## config.mk

```make
export PLATFORM = sky130hd
export DESIGN_NAME = ccf_ctrl
export DESIGN_NICKNAME = d
export VERILOG_FILES = /design/src/sv/assert_macros.svh /design/src/sv/ccf_pkg.sv /design/src/sv/ccf_ctrl.sv
export SDC_FILE = /design/constraint.sdc
export NUM_CORES = 1
export LEC_CHECK = 0
export BUFFER_PORTS_ARGS = -buffer_cell sky130_fd_sc_hd__buf_2
export CORE_MARGIN = 5
export CORE_UTILIZATION = 38
export CTS_BUF_LIST = sky130_fd_sc_hd__clkbuf_4
export DETAILED_ROUTE_END_ITERATION = 10
export PLACE_DENSITY = 0.61
export SETUP_SLACK_MARGIN = 0.3
export SYNTH_ARGS = -nofsm -noshare
export SYNTH_HDL_FRONTEND = slang
export SYNTH_SLANG_ARGS = --single-unit
```

## constraint.sdc

```tcl
create_clock -name i_clk -period 4.35 [get_ports i_clk]
set_input_delay 0 -clock i_clk [delete_from_list [all_inputs] [get_ports i_clk]]
set_output_delay 0 -clock i_clk [all_outputs]
set_load 0.02 [all_outputs]
```

## src/sv/assert_macros.svh

```systemverilog
// assertion macros used by the top-level rtl file
`ifndef ASSERT_MACROS_SVH
`define ASSERT_MACROS_SVH

`ifndef SYNTHESIS

// same-cycle implication
`define AST_IMP(lbl, clk, rst_n, ante, cons) \
    lbl: assert property (@(posedge clk) disable iff (!rst_n) (ante) |-> (cons)) \
        else $error("same-cycle check failed");

// next-cycle implication
`define AST_NXT(lbl, clk, rst_n, ante, cons) \
    lbl: assert property (@(posedge clk) disable iff (!rst_n) (ante) |=> (cons)) \
        else $error("next-cycle check failed");

`else

`define AST_IMP(lbl, clk, rst_n, ante, cons)
`define AST_NXT(lbl, clk, rst_n, ante, cons)

`endif

`endif

```

## src/sv/ccf_pkg.sv

```systemverilog
// shared types and constants of the cosine recommender
package ccf_pkg;

    localparam logic       ACT_LOAD  = 1'b0;
    localparam logic       ACT_QUERY = 1'b1;

    localparam logic [1:0] CFG_TOP_N  = 2'd0;
    localparam logic [1:0] CFG_USERS  = 2'd1;
    localparam logic [1:0] CFG_MOVIES = 2'd2;

    localparam int SIM_W      = 17;
    localparam int PRED_W     = 16;
    localparam int OUT_MOV_W  = 5;
    localparam int RESULT_CAP = 32;
    localparam int SQ_IN_W    = 34;
    localparam int SQ_STEPS   = 17;

    // controller to datapath
    typedef struct packed {
        logic st_we;
        logic acc_clr;
        logic sim_acc;
        logic sim_mul;
        logic div_sim_start;
        logic div_pred_start;
        logic sqrt_start;
        logic cache_we;
        logic cache_zero;
        logic pred_acc;
        logic self_u;
        logic list_we;
        logic pred_zero;
        logic q_start;
        logic sel_clr;
        logic sel_acc;
        logic out_load_item;
        logic out_load_none;
        logic out_last;
    } t_cmd;

    // datapath to controller
    typedef struct packed {
        logic p_zero;
        logic ss_zero;
        logic div_done;
        logic sqrt_done;
        logic tgt_rated;
        logic out_free;
    } t_sts;

endpackage

```

## src/sv/ccf_ctrl.sv

```systemverilog
// query sequencer: store clearing, loads, similarity walk, prediction walk, selection
module ccf_ctrl #(
    parameter int MAX_USERS   = 64,
    parameter int MAX_MOVIES  = 32,
    parameter int RATING_BITS = 4
) (
    input  logic                  i_clk,
    input  logic                  i_rst_n,
    input  logic                  i_in_valid,
    output logic                  o_in_ready,
    input  logic                  i_action,
    input  logic [5:0]            i_user_index,
    input  logic [4:0]            i_movie_index,
    input  logic [3:0]            i_rating,
    input  logic [5:0]            i_top_n,
    input  logic [6:0]            i_users,
    input  logic [5:0]            i_movies,
    input  ccf_pkg::t_sts         i_sts,
    output ccf_pkg::t_cmd         o_cmd,
    output logic [$clog2(MAX_USERS)-1:0]                        o_user,
    output logic [$clog2(MAX_USERS)-1:0]                        o_tgt,
    output logic [(MAX_MOVIES > 1 ? $clog2(MAX_MOVIES) : 1)-1:0] o_movie,
    output logic [(MAX_MOVIES > 1 ? $clog2(MAX_MOVIES) : 1)-1:0] o_list_raddr,
    output logic [(MAX_MOVIES > 1 ? $clog2(MAX_MOVIES) : 1)-1:0] o_list_waddr,
    output logic [$clog2(MAX_USERS)-1:0]                        o_st_wuser,
    output logic [(MAX_MOVIES > 1 ? $clog2(MAX_MOVIES) : 1)-1:0] o_st_wmovie,
    output logic [RATING_BITS-1:0]                              o_st_wdata
);
    import ccf_pkg::*;

    localparam int UB = $clog2(MAX_USERS);
    localparam int MB = MAX_MOVIES > 1 ? $clog2(MAX_MOVIES) : 1;
    localparam int UC = $clog2(MAX_USERS + 1);
    localparam int MC = $clog2(MAX_MOVIES + 1);

    typedef enum logic [19:0] {
        ST_CLEAR    = 20'h00001,
        ST_IDLE     = 20'h00002,
        ST_SIM_RD   = 20'h00004,
        ST_SIM_DRN  = 20'h00008,
        ST_SIM_MUL  = 20'h00010,
        ST_SIM_DST  = 20'h00020,
        ST_SIM_DIV  = 20'h00040,
        ST_SIM_SQRT = 20'h00080,
        ST_SIM_WR   = 20'h00100,
        ST_PRD_CHK  = 20'h00200,
        ST_PRD_TST  = 20'h00400,
        ST_PRD_ACC  = 20'h00800,
        ST_PRD_DRN  = 20'h01000,
        ST_PRD_DST  = 20'h02000,
        ST_PRD_DIV  = 20'h04000,
        ST_PRD_WR   = 20'h08000,
        ST_SEL_RD   = 20'h10000,
        ST_SEL_DRN  = 20'h20000,
        ST_SEL_OUT  = 20'h40000,
        ST_NONE     = 20'h80000
    } t_state;

    t_state          r_state, n_state;
    logic [UC-1:0]   r_u, n_u;
    logic [MC-1:0]   r_m, n_m;
    logic [MC-1:0]   r_j, n_j;
    logic [MC-1:0]   r_cnt, n_cnt;
    logic [6:0]      r_k, n_k;
    logic [UB-1:0]   r_tgt, n_tgt;
    logic            r_zero, n_zero;
    logic [UB+MB-1:0] r_clr, n_clr;

    logic [UC-1:0]   w_users_e;
    logic [MC-1:0]   w_movies_e;
    logic [5:0]      w_limit;
    logic [6:0]      w_lim;
    logic            w_tgt_ok;
    logic            w_ld_ok;

    assign w_users_e  = (32'(i_users) > MAX_USERS) ? UC'(MAX_USERS) : UC'(i_users);
    assign w_movies_e = (32'(i_movies) > MAX_MOVIES) ? MC'(MAX_MOVIES) : MC'(i_movies);
    assign w_limit    = (32'(i_top_n) > RESULT_CAP) ? 6'(RESULT_CAP) : i_top_n;
    assign w_lim      = (7'(w_limit) > 7'(r_cnt)) ? 7'(r_cnt) : 7'(w_limit);
    assign w_tgt_ok   = 32'(i_user_index) < MAX_USERS;
    assign w_ld_ok    = w_tgt_ok && (32'(i_movie_index) < MAX_MOVIES);

    always_comb begin
        logic [MC-1:0] cnt_now;
        logic          movie_step;
        n_state    = r_state;
        n_u        = r_u;
        n_m        = r_m;
        n_j        = r_j;
        n_cnt      = r_cnt;
        n_k        = r_k;
        n_tgt      = r_tgt;
        n_zero     = r_zero;
        n_clr      = r_clr;
        o_cmd      = '0;
        cnt_now    = r_cnt;
        movie_step = 1'b0;
        case (r_state)
            ST_CLEAR: begin
                o_cmd.st_we = 1'b1;
                n_clr       = r_clr + (UB+MB)'(1);
                if (&r_clr) begin
                    n_state = ST_IDLE;
                end
            end
            ST_IDLE: begin
                if (i_in_valid) begin
                    if (i_action == ACT_LOAD) begin
                        o_cmd.st_we = w_ld_ok;
                    end else begin
                        n_tgt = UB'(i_user_index);
                        n_u   = '0;
                        n_m   = '0;
                        n_cnt = '0;
                        o_cmd.acc_clr = 1'b1;
                        o_cmd.q_start = 1'b1;
                        if (!w_tgt_ok || w_limit == 6'd0 || w_movies_e == '0) begin
                            n_state = ST_NONE;
                        end else if (w_users_e == '0) begin
                            n_state = ST_PRD_CHK;
                        end else begin
                            n_state = ST_SIM_RD;
                        end
                    end
                end
            end
            ST_SIM_RD: begin
                o_cmd.sim_acc = 1'b1;
                if (r_m + MC'(1) == w_movies_e) begin
                    n_m     = '0;
                    n_state = ST_SIM_DRN;
                end else begin
                    n_m = r_m + MC'(1);
                end
            end
            ST_SIM_DRN: n_state = ST_SIM_MUL;
            ST_SIM_MUL: begin
                o_cmd.sim_mul = 1'b1;
                n_state       = ST_SIM_DST;
            end
            ST_SIM_DST: begin
                if (i_sts.p_zero || r_u == UC'(r_tgt)) begin
                    n_zero  = 1'b1;
                    n_state = ST_SIM_WR;
                end else begin
                    n_zero              = 1'b0;
                    o_cmd.div_sim_start = 1'b1;
                    n_state             = ST_SIM_DIV;
                end
            end
            ST_SIM_DIV: begin
                if (i_sts.div_done) begin
                    o_cmd.sqrt_start = 1'b1;
                    n_state          = ST_SIM_SQRT;
                end
            end
            ST_SIM_SQRT: begin
                if (i_sts.sqrt_done) begin
                    n_state = ST_SIM_WR;
                end
            end
            ST_SIM_WR: begin
                o_cmd.cache_we   = 1'b1;
                o_cmd.cache_zero = r_zero;
                o_cmd.acc_clr    = 1'b1;
                if (r_u + UC'(1) == w_users_e) begin
                    n_u     = '0;
                    n_m     = '0;
                    n_state = ST_PRD_CHK;
                end else begin
                    n_u     = r_u + UC'(1);
                    n_state = ST_SIM_RD;
                end
            end
            ST_PRD_CHK: n_state = ST_PRD_TST;
            ST_PRD_TST: begin
                if (i_sts.tgt_rated) begin
                    movie_step = 1'b1;
                end else begin
                    o_cmd.acc_clr = 1'b1;
                    n_u           = '0;
                    n_state       = (w_users_e == '0) ? ST_PRD_DST : ST_PRD_ACC;
                end
            end
            ST_PRD_ACC: begin
                o_cmd.pred_acc = 1'b1;
                o_cmd.self_u   = (r_u == UC'(r_tgt));
                if (r_u + UC'(1) == w_users_e) begin
                    n_state = ST_PRD_DRN;
                end else begin
                    n_u = r_u + UC'(1);
                end
            end
            ST_PRD_DRN: n_state = ST_PRD_DST;
            ST_PRD_DST: begin
                if (i_sts.ss_zero) begin
                    n_zero  = 1'b1;
                    n_state = ST_PRD_WR;
                end else begin
                    n_zero               = 1'b0;
                    o_cmd.div_pred_start = 1'b1;
                    n_state              = ST_PRD_DIV;
                end
            end
            ST_PRD_DIV: begin
                if (i_sts.div_done) begin
                    n_state = ST_PRD_WR;
                end
            end
            ST_PRD_WR: begin
                o_cmd.list_we   = 1'b1;
                o_cmd.pred_zero = r_zero;
                cnt_now         = r_cnt + MC'(1);
                n_cnt           = cnt_now;
                movie_step      = 1'b1;
            end
            ST_SEL_RD: begin
                o_cmd.sel_acc = 1'b1;
                if (r_j + MC'(1) == r_cnt) begin
                    n_j     = '0;
                    n_state = ST_SEL_DRN;
                end else begin
                    n_j = r_j + MC'(1);
                end
            end
            ST_SEL_DRN: n_state = ST_SEL_OUT;
            ST_SEL_OUT: begin
                if (i_sts.out_free) begin
                    o_cmd.out_load_item = 1'b1;
                    o_cmd.out_last      = (r_k + 7'd1 == w_lim);
                    if (r_k + 7'd1 == w_lim) begin
                        n_state = ST_IDLE;
                    end else begin
                        n_k           = r_k + 7'd1;
                        o_cmd.sel_clr = 1'b1;
                        n_state       = ST_SEL_RD;
                    end
                end
            end
            ST_NONE: begin
                if (i_sts.out_free) begin
                    o_cmd.out_load_none = 1'b1;
                    o_cmd.out_last      = 1'b1;
                    n_state             = ST_IDLE;
                end
            end
            default: n_state = ST_IDLE;
        endcase

        // advance to the next movie of the prediction walk, or end it after the last movie
        if (movie_step) begin
            if (r_m + MC'(1) == w_movies_e) begin
                n_k = '0;
                n_j = '0;
                if (cnt_now == '0) begin
                    n_state = ST_NONE;
                end else begin
                    o_cmd.sel_clr = 1'b1;
                    n_state       = ST_SEL_RD;
                end
            end else begin
                n_m     = r_m + MC'(1);
                n_state = ST_PRD_CHK;
            end
        end
    end

    always_ff @(posedge i_clk) begin
        if (!i_rst_n) begin
            r_state <= ST_CLEAR;
            r_u     <= '0;
            r_m     <= '0;
            r_j     <= '0;
            r_cnt   <= '0;
            r_k     <= '0;
            r_tgt   <= '0;
            r_zero  <= 1'b0;
            r_clr   <= '0;
        end else begin
            r_state <= n_state;
            r_u     <= n_u;
            r_m     <= n_m;
            r_j     <= n_j;
            r_cnt   <= n_cnt;
            r_k     <= n_k;
            r_tgt   <= n_tgt;
            r_zero  <= n_zero;
            r_clr   <= n_clr;
        end
    end

    assign o_in_ready   = (r_state == ST_IDLE);
    assign o_user       = r_u[UB-1:0];
    assign o_tgt        = r_tgt;
    assign o_movie      = r_m[MB-1:0];
    assign o_list_raddr = r_j[MB-1:0];
    assign o_list_waddr = r_cnt[MB-1:0];
    assign o_st_wuser   = (r_state == ST_CLEAR) ? r_clr[UB+MB-1:MB] : UB'(i_user_index);
    assign o_st_wmovie  = (r_state == ST_CLEAR) ? r_clr[MB-1:0] : MB'(i_movie_index);
    assign o_st_wdata   = (r_state == ST_CLEAR) ? '0 : RATING_BITS'(i_rating);
endmodule

```

# Word-level counts from Yosys, hierarchy flattened
# Index checks and enable logic that the tools add are counted.
[word_totals] register_bits=70 input_bits=44 output_inout_bits=62 wordCells=168
[classes] add_sub_neg=6 magnitude_cmp=4 eq_ne=42 mux=93 n_reduce_logical=14
[op_table] op="$pmux W20 S20" n=1
[op_table] op="$mux W20" n=16
[op_table] op="$mux W6" n=17
[op_table] op="$mux W7" n=11
[op_table] op="$ne A3 B3 Y1 const B" n=10
[op_table] op="$pmux W7 S4" n=1
[op_table] op="$mux W1" n=27
[op_table] op="$eq A20 B1 Y1 const B" n=1
[op_table] op="$eq A20 B10 Y1 const B" n=1
[op_table] op="$eq A20 B11 Y1 const B" n=1
[op_table] op="$eq A20 B12 Y1 const B" n=1
[op_table] op="$eq A20 B13 Y1 const B" n=1
[op_table] op="$eq A20 B14 Y1 const B" n=1
[op_table] op="$eq A20 B15 Y1 const B" n=1
[op_table] op="$eq A20 B16 Y1 const B" n=1
[op_table] op="$eq A20 B17 Y1 const B" n=1
[op_table] op="$eq A20 B18 Y1 const B" n=1
[op_table] op="$eq A20 B19 Y1 const B" n=1
[op_table] op="$eq A20 B2 Y1 const B" n=1
[op_table] op="$eq A20 B20 Y1 const B" n=1
[op_table] op="$eq A20 B3 Y1 const B" n=1
[op_table] op="$eq A20 B4 Y1 const B" n=1
[op_table] op="$eq A20 B5 Y1 const B" n=1
[op_table] op="$eq A20 B6 Y1 const B" n=1
[op_table] op="37 further kinds" n=59

# Longest topological paths before layout
# Gate-level depths: netlist (run 1).
[logic_depth] word_depth=11 ltp_mapped=12 depth_no_buf=10

# Worst setup path before layout (run 1)
# OpenSTA, ideal clock, no wires.
[synth_path] kind="reg-to-reg" from="register r_state[16]" to="register r_k[4]" setup_ps=125 t_arrival_ps=2946 required_ps=4225 slack_ps=1279 stages_incl_launch_ff=12 n_path_buf=3 period_less_slack_ps=3071 path_cell_list="dfxtp_1 > buf_2 > nor4_1 > nand3_1 > nor3_1 > a21oi_1 > o21a_1 > buf_2 > buf_2 > o211a_1 > a21oi_1 > nand3_1"
[synth_between] elab_chain_cells=4 word_cells_on_any_way=7 classes_between="3 x eq/ne; 4 x mux"
[synth_lines] item="start, declared" line_no="ccf_ctrl.sv:59" text="t_state r_state, n_state;"
[synth_lines] item="start signal, assigned" line_no="ccf_ctrl.sv:280" text="r_state <= n_state;"
[synth_lines] item="$eq A20 B19 Y1" line_no="ccf_ctrl.sv:98" text="case (r_state)"
[synth_lines] item="$mux W7" line_no="ccf_ctrl.sv:98"
[synth_lines] item="$mux W7" line_no="ccf_ctrl.sv:252" text="if (r_m + MC'(1) == w_movies_e) begin"
[synth_lines] item="$mux W7 *" line_no="ccf_ctrl.sv:251" text="if (movie_step) begin"
[synth_lines] item="end signal, assigned" line_no="ccf_ctrl.sv:285" text="r_k <= n_k;"
[synth_lines] item="end, declared" line_no="ccf_ctrl.sv:64" text="logic [6:0] r_k, n_k;"
# Mark *: on every way between the ends. The rest lies on a longest branch, timed or not.
# A chain may end at the register's enable or synchronous reset.

==> results of run 1 <==
## per-layer routing
metal | global-route usage | share of wire | wire length [um]
met4 | 0.0661 | 0.027 | 408
met3 | 0.0440 | 0.071 | 1090
met1 | 0.237 | 0.44 | 6840
met2 | 0.293 | 0.46 | 7060
met5 | 0 | 0 | 0
## sequential cells by signal, indices dropped and copies added (netlist names)
register,flops
r_state,20
r_clr,11
r_k,7
r_u,7
o_tgt,6
r_cnt,6
r_j,6
r_m,6
r_zero,1
## power breakdown
group          internal (W)  leakage (nW)  switching (W)
clock network      0.000103        0.0524       0.000224
logic              0.000289          1.92       0.000449
registers          0.000666         0.565      0.0000442
total               0.00106          2.54       0.000717
## cell type report
class	instances	area, sq um
flip-flops and latches	70	1400
multi-input cells	557	3610
diodes	2	5.00
repair buffers	120	658
inverters	15	61.3
well taps	180	225
clock inverters	4	17.5
fillers	1418	7780
clock buffers	9	67.6
## cell usage in the layout (no fill, tap or decap), types with 16 or more instances in the layout
master     n
and3_1    16
nand3_1   39
xnor2_1   28
nand2_1   59
nor2b_1   29
a21oi_1   28
buf_2    105
dfxtp_1   70
xor2_1    20
nor3_1    27
nor2_1    52
o21ai_0   31
## logic make-up after synthesis
| group | synth area share |
|---|---|
| and+or+nand+nor | 0.340 |
| AOI/OAI and AO/OA | 0.190 |
| DFF | 0.262 |
| buffers and inverters | 0.0643 |
| xor gates and xnor gates | 0.0870 |
| muxes | 0.0290 |
| adders and majority gates | 0.0281 |
## critical path, cell delays in order, from the launching register on
cell       delay, ps
dfxtp_1          630
inv_1            130
ha_1             300
and3_1           230
a211oi_1         250
a2bb2oi_1        300
xnor2_1          180
nand3_1          100
mux2_2           390
or3_1            440
a22o_1           220
buf_2            150
## final timing paths
kind | startpoint | end | slack (ps)
worst max-delay path | r_cnt[3] | o_cmd[4] | 590
worst min-delay path | i_sts[5] | r_state[8] | 20
worst max register to register | r_cnt[3] | r_state[1] | 920
worst min register to register | o_tgt[3] | o_tgt[3] | 510
## through the flow
step | utilization | area, sq um | std cells | setup slack [ps] | hold WS [ps]
final | 0.437 | 6040 | 957 | 592 | 19.7
after global routing | 0.437 | 6040 | 957 | 301 | 66.5
after CTS | 0.435 | 6010 | 951 | 565 | 16.4
after detailed placement | 0.423 | 5840 | 930 | 1040 | 277
after global placement | 0.423 | 5840 | 930 | 1070 | 275
after floorplan | - | 5350 | 692 | 1280 | 85.2
## repair_timing
item	in CTS	in global routing
setup endpoints to repair	0	1
endpoints found under the hold margin	10	0
hold buffers	8	0
buffers inserted	0	4
==> flow_metrics.tcl, run 1 <==
set metrics [dict create \
    cts.sinks 70 \
    gp_congestion 0.908 \
    io_pins 106 \
    ir_drop_mv 0.276 \
    vias 5469 \
    holdPathStages 5 \
    numCtsBuffers 9 \
    cts_tree "done" \
    rows 43 \
    cp-end-kind "output pin" \
    power_per_cell_area_nw_per_um2 294 \
    crit_fanout 15 \
    maxSlewViolCount 0 \
    synth_area_leaders "dfxtp_1 26%, xnor2_1 4.6%, nand2_1 4.1%" \
    clock_path_buffers 2 \
    critPathRequiredTime_ps 4350 \
    syn-mean-instance-area_sq_um 7.73 \
    fp.dieW_um 129 \
    synth-seq-cells 70 \
    async_flop_share 0 \
    synth_top_cell_by_area "dfxtp_1" \
    drc 0 \
    synth_most_common_cell "dfxtp_1" \
    hold_violations 0 \
    grt_pass1_vias 5059 \
    wl_um 15400 \
    routed_via_density 5.71 \
    insertion_delay_ps 440 \
    setup_tns_ps 0 \
    synth_top_area_frac 0.262 \
    netlist_area_sq_um 5350 \
    slew_headroom 0.413 \
    synth_edf_count 0 \
    seq_area_frac_synth 0.262 \
    drt_iter0_markers 352 \
    clk_pin_slew_ps 100 \
    grt-ovfl-total 0 \
    skew_ps 21.6 \
    antenna_found_initial 1 \
    rsz0062_at_grt "no" \
    final_nets 829 \
    worstPathArrival_ps 3760 \
    start_util 0.387 \
    die_area_sq_um 16500 \
    ff2ff_path_depth 10 \
    cts_htree_levels 3 \
    syn-num-nets 748 \
    layout_min_cycle_time_ps 3760 \
    min_period_over_period 0.864 \
    numPortBuffers 105 \
    worst-setup-path-type "reg -> out" \
    grt_pass1_wl_um 24800 \
    setup_violations 0 \
    syn_inst 692 \
    wire_per_inst_um 16.1 \
    drv_cap 0 \
    status "completed" \
    ys_types 75 \
    power_w 0.00177 \
    p_leak_nw 2.54 \
    cts-root-buf "clkbuf_4" \
    cts_resized 0 \
    synthFlopType "dfxtp_1" \
    areaGrowthSynthToFinish_pct 13.0 \
    worst_pin_slew_ps 880 \
    drtPass1Iterations 6 \
    antenna_left 0 \
    yosysWarnings 0 \
    grt_usage 0.182 \
    synth_common_cells "70 x dfxtp_1, 59 x nand2_1, 52 x nor2_1, 39 x nand3_1, 31 x o21ai_0" \
    worstHoldPathType "in -> reg" \
    grt_max_degree 56 \
    worstSetupStartpointType "flip-flop" \
    core_area_sq_um 13800 \
    post_route_cells_drive_above_1_share 0.196 \
    fmax_mhz 266 \
    dp_hpwl_um 11500 \
    die_h_um 129 \
]
Note: power is estimated with default switching activity, not from simulation.
==> run 2, diff against run 1 <==
==> constraint.sdc (replaced) <==
create_clock -name i_clk -period 4.35 [get_ports i_clk]
set_input_delay 0.87 -clock i_clk [delete_from_list [all_inputs] [get_ports i_clk]]
set_output_delay 0.87 -clock i_clk [all_outputs]
set_load 0.02 [all_outputs]
==> flow_metrics.tcl, run 2 (same netlist as run 1, synthesis figures left out) <==
set metrics [dict create \
    antenna_found_initial 1 \
    dp.cells 951 \
    mostFrequentLayoutCell "buf_2" \
    die_area_sq_um 16500 \
    holdPathStages 2 \
    drc 0 \
    p_leak_nw 2.70 \
    io_pins 106 \
    largest_register_ffs 20 \
    die_h_um 129 \
    worst-path-stages 14 \
    slew_headroom 0.486 \
    grt_pass1_wl_um 25500 \
    worst_pin_slew_ps 762 \
    placed_area_sq_um 6010 \
    critPathRequiredTime_ps 3480 \
    cp-end-kind "output pin" \
    drv_cap 0 \
    setup_violations 0 \
    cts-root-buf "clkbuf_4" \
    ff2ff_path_depth 10 \
    slowest_delay_ps 360 \
    grt-ovfl-total 0 \
    crit_fanout 8 \
    wl_um 15800 \
    rsz0062_at_grt "yes" \
    cts_tree "done" \
    vias 5492 \
    cp_slowest_cell "or3_4" \
    maxSlewViolCount 0 \
    fmax_mhz 239 \
    gp_congestion 0.954 \
    clock_path_buffers 2 \
    grt_pass1_vias 5269 \
    areaGrowthSynthToFinish_pct 20.2 \
    dp_hpwl_um 11800 \
    cp_top_family "simple AND/OR/NAND/NOR gates" \
    antenna_cells 0 \
    worstSetupStartpointType "input port" \
    fp.dieW_um 129 \
    status "completed" \
    stdcell_count 972 \
    reg_top3 "r_state: 20 flops, r_clr: 11 flops" \
    post_route_cells_drive_above_1_share 0.260 \
    min_period_over_period 0.960 \
    numPortBuffers 105 \
    routed_via_density 5.65 \
    worst-setup-path-type "in -> out" \
    core_area_sq_um 13800 \
    numCtsBuffers 9 \
    ir_drop_mv 0.270 \
    grt_max_degree 43 \
    worstHoldPathType "reg -> reg" \
    drt_iter0_markers 276 \
    skew_ps 24.8 \
    worstPathArrival_ps 3310 \
    final_nets 844 \
    power_per_cell_area_nw_per_um2 306 \
    hold_violations 0 \
    cts.sinks 70 \
    insertion_delay_ps 440 \
    rows 43 \
    final_cell_mix "101 x buf_2, 68 x dfxtp_1, 59 x nand2_1, 52 x nor2_1, 39 x nand3_1" \
    top_register "r_state" \
    clk_pin_slew_ps 110 \
    start_util 0.387 \
    wire_per_inst_um 16.2 \
    cts_htree_levels 3 \
    layout_min_cycle_time_ps 4180 \
    drtPass1Iterations 5 \
    crit_chain "buf_12 > nand2b_4 > ha_4 > nand2b_4 > a222oi_1 > buf_4 > o21ai_2 > buf_4 > and3_4 > nor3_2 > o211ai_1 > or3_4 > a22o_1 > buf_6" \
    crit_buf_inv 4 \
    antenna_left 0 \
    grt_usage 0.186 \
    postLayoutCellArea_sq_um 6430 \
]
==> run 2: worst paths after layout <==
check             slack (ps)  startpoint       end
setup / recovery         170  i_top_n[5]  o_cmd[4]
hold / removal           500    o_tgt[3]  o_tgt[3]
setup reg to reg        1010      r_u[0]    r_m[5]
hold reg to reg          500    o_tgt[3]  o_tgt[3]
==> run 2: per-layer routing <==
layer,track usage,share of wire,up-vias
met4,0.0494,0.016,2
li1,-,-,2695
met5,0,0.00082,-
met3,0.0506,0.060,23
met1,0.242,0.45,2596
met2,0.306,0.47,176
==> run 2: final cells by class <==
class                           instances  area, sq um
Sequential cell                        70         1400
Clock buffer                            9         67.6
Fill cell                            1389         7400
Inverter                               15         61.3
Timing Repair Buffer                  135          792
Clock inverter                          6         86.3
Tap cell                              180          225
Multi-Input combinational cell        557         3790
==> run 2: worst reg2reg max path: stages, from the launching register on <==
cell     delay (ps)
dfxtp_1         510
ha_1            410
nand2_1         170
o21a_1          250
or4_1           460
a21oi_1         150
o211a_1         330
buf_4           210
nor2b_1          50
o21ai_1         500
a31oi_1         170
==> run 2: where the power goes <==
group	switching, W	total [W]	internal [W]	leakage, nW
clock network	0.000254	0.000484	0.000230	0.0822
registers	0.0000447	0.000711	0.000666	0.566
logic	0.000456	0.000772	0.000316	2.06
total	0.000754	0.00197	0.00121	2.70
==> run 2: stage by stage <==
step	hold WS [ps]	setup WS, ps	TNS (ps)	util	total power (W)
after CTS	508	73.9	0	0.456	0.00197
after global routing	532	64.1	0	0.465	0.00209
after floorplan	468	310	0	-	0.00124
final	497	173	0	0.465	0.00197
after global placement	487	1.79	0	0.434	0.00146
after detailed placement	490	-85.4	-87.5	0.434	0.00147
==> run 2: repair_timing <==
| item | 4_1_cts | 5_1_grt |
|---|---|---|
| hold buffers | 0 | 0 |
| endpoints found under the hold margin | 0 | 0 |
| cloned | 0 | 0 |
| pin swaps | 10 | 16 |
| resized for setup | 22 | 21 |
| setup endpoints to repair | 2 | 4 |
| buffers inserted | 5 | 1 |
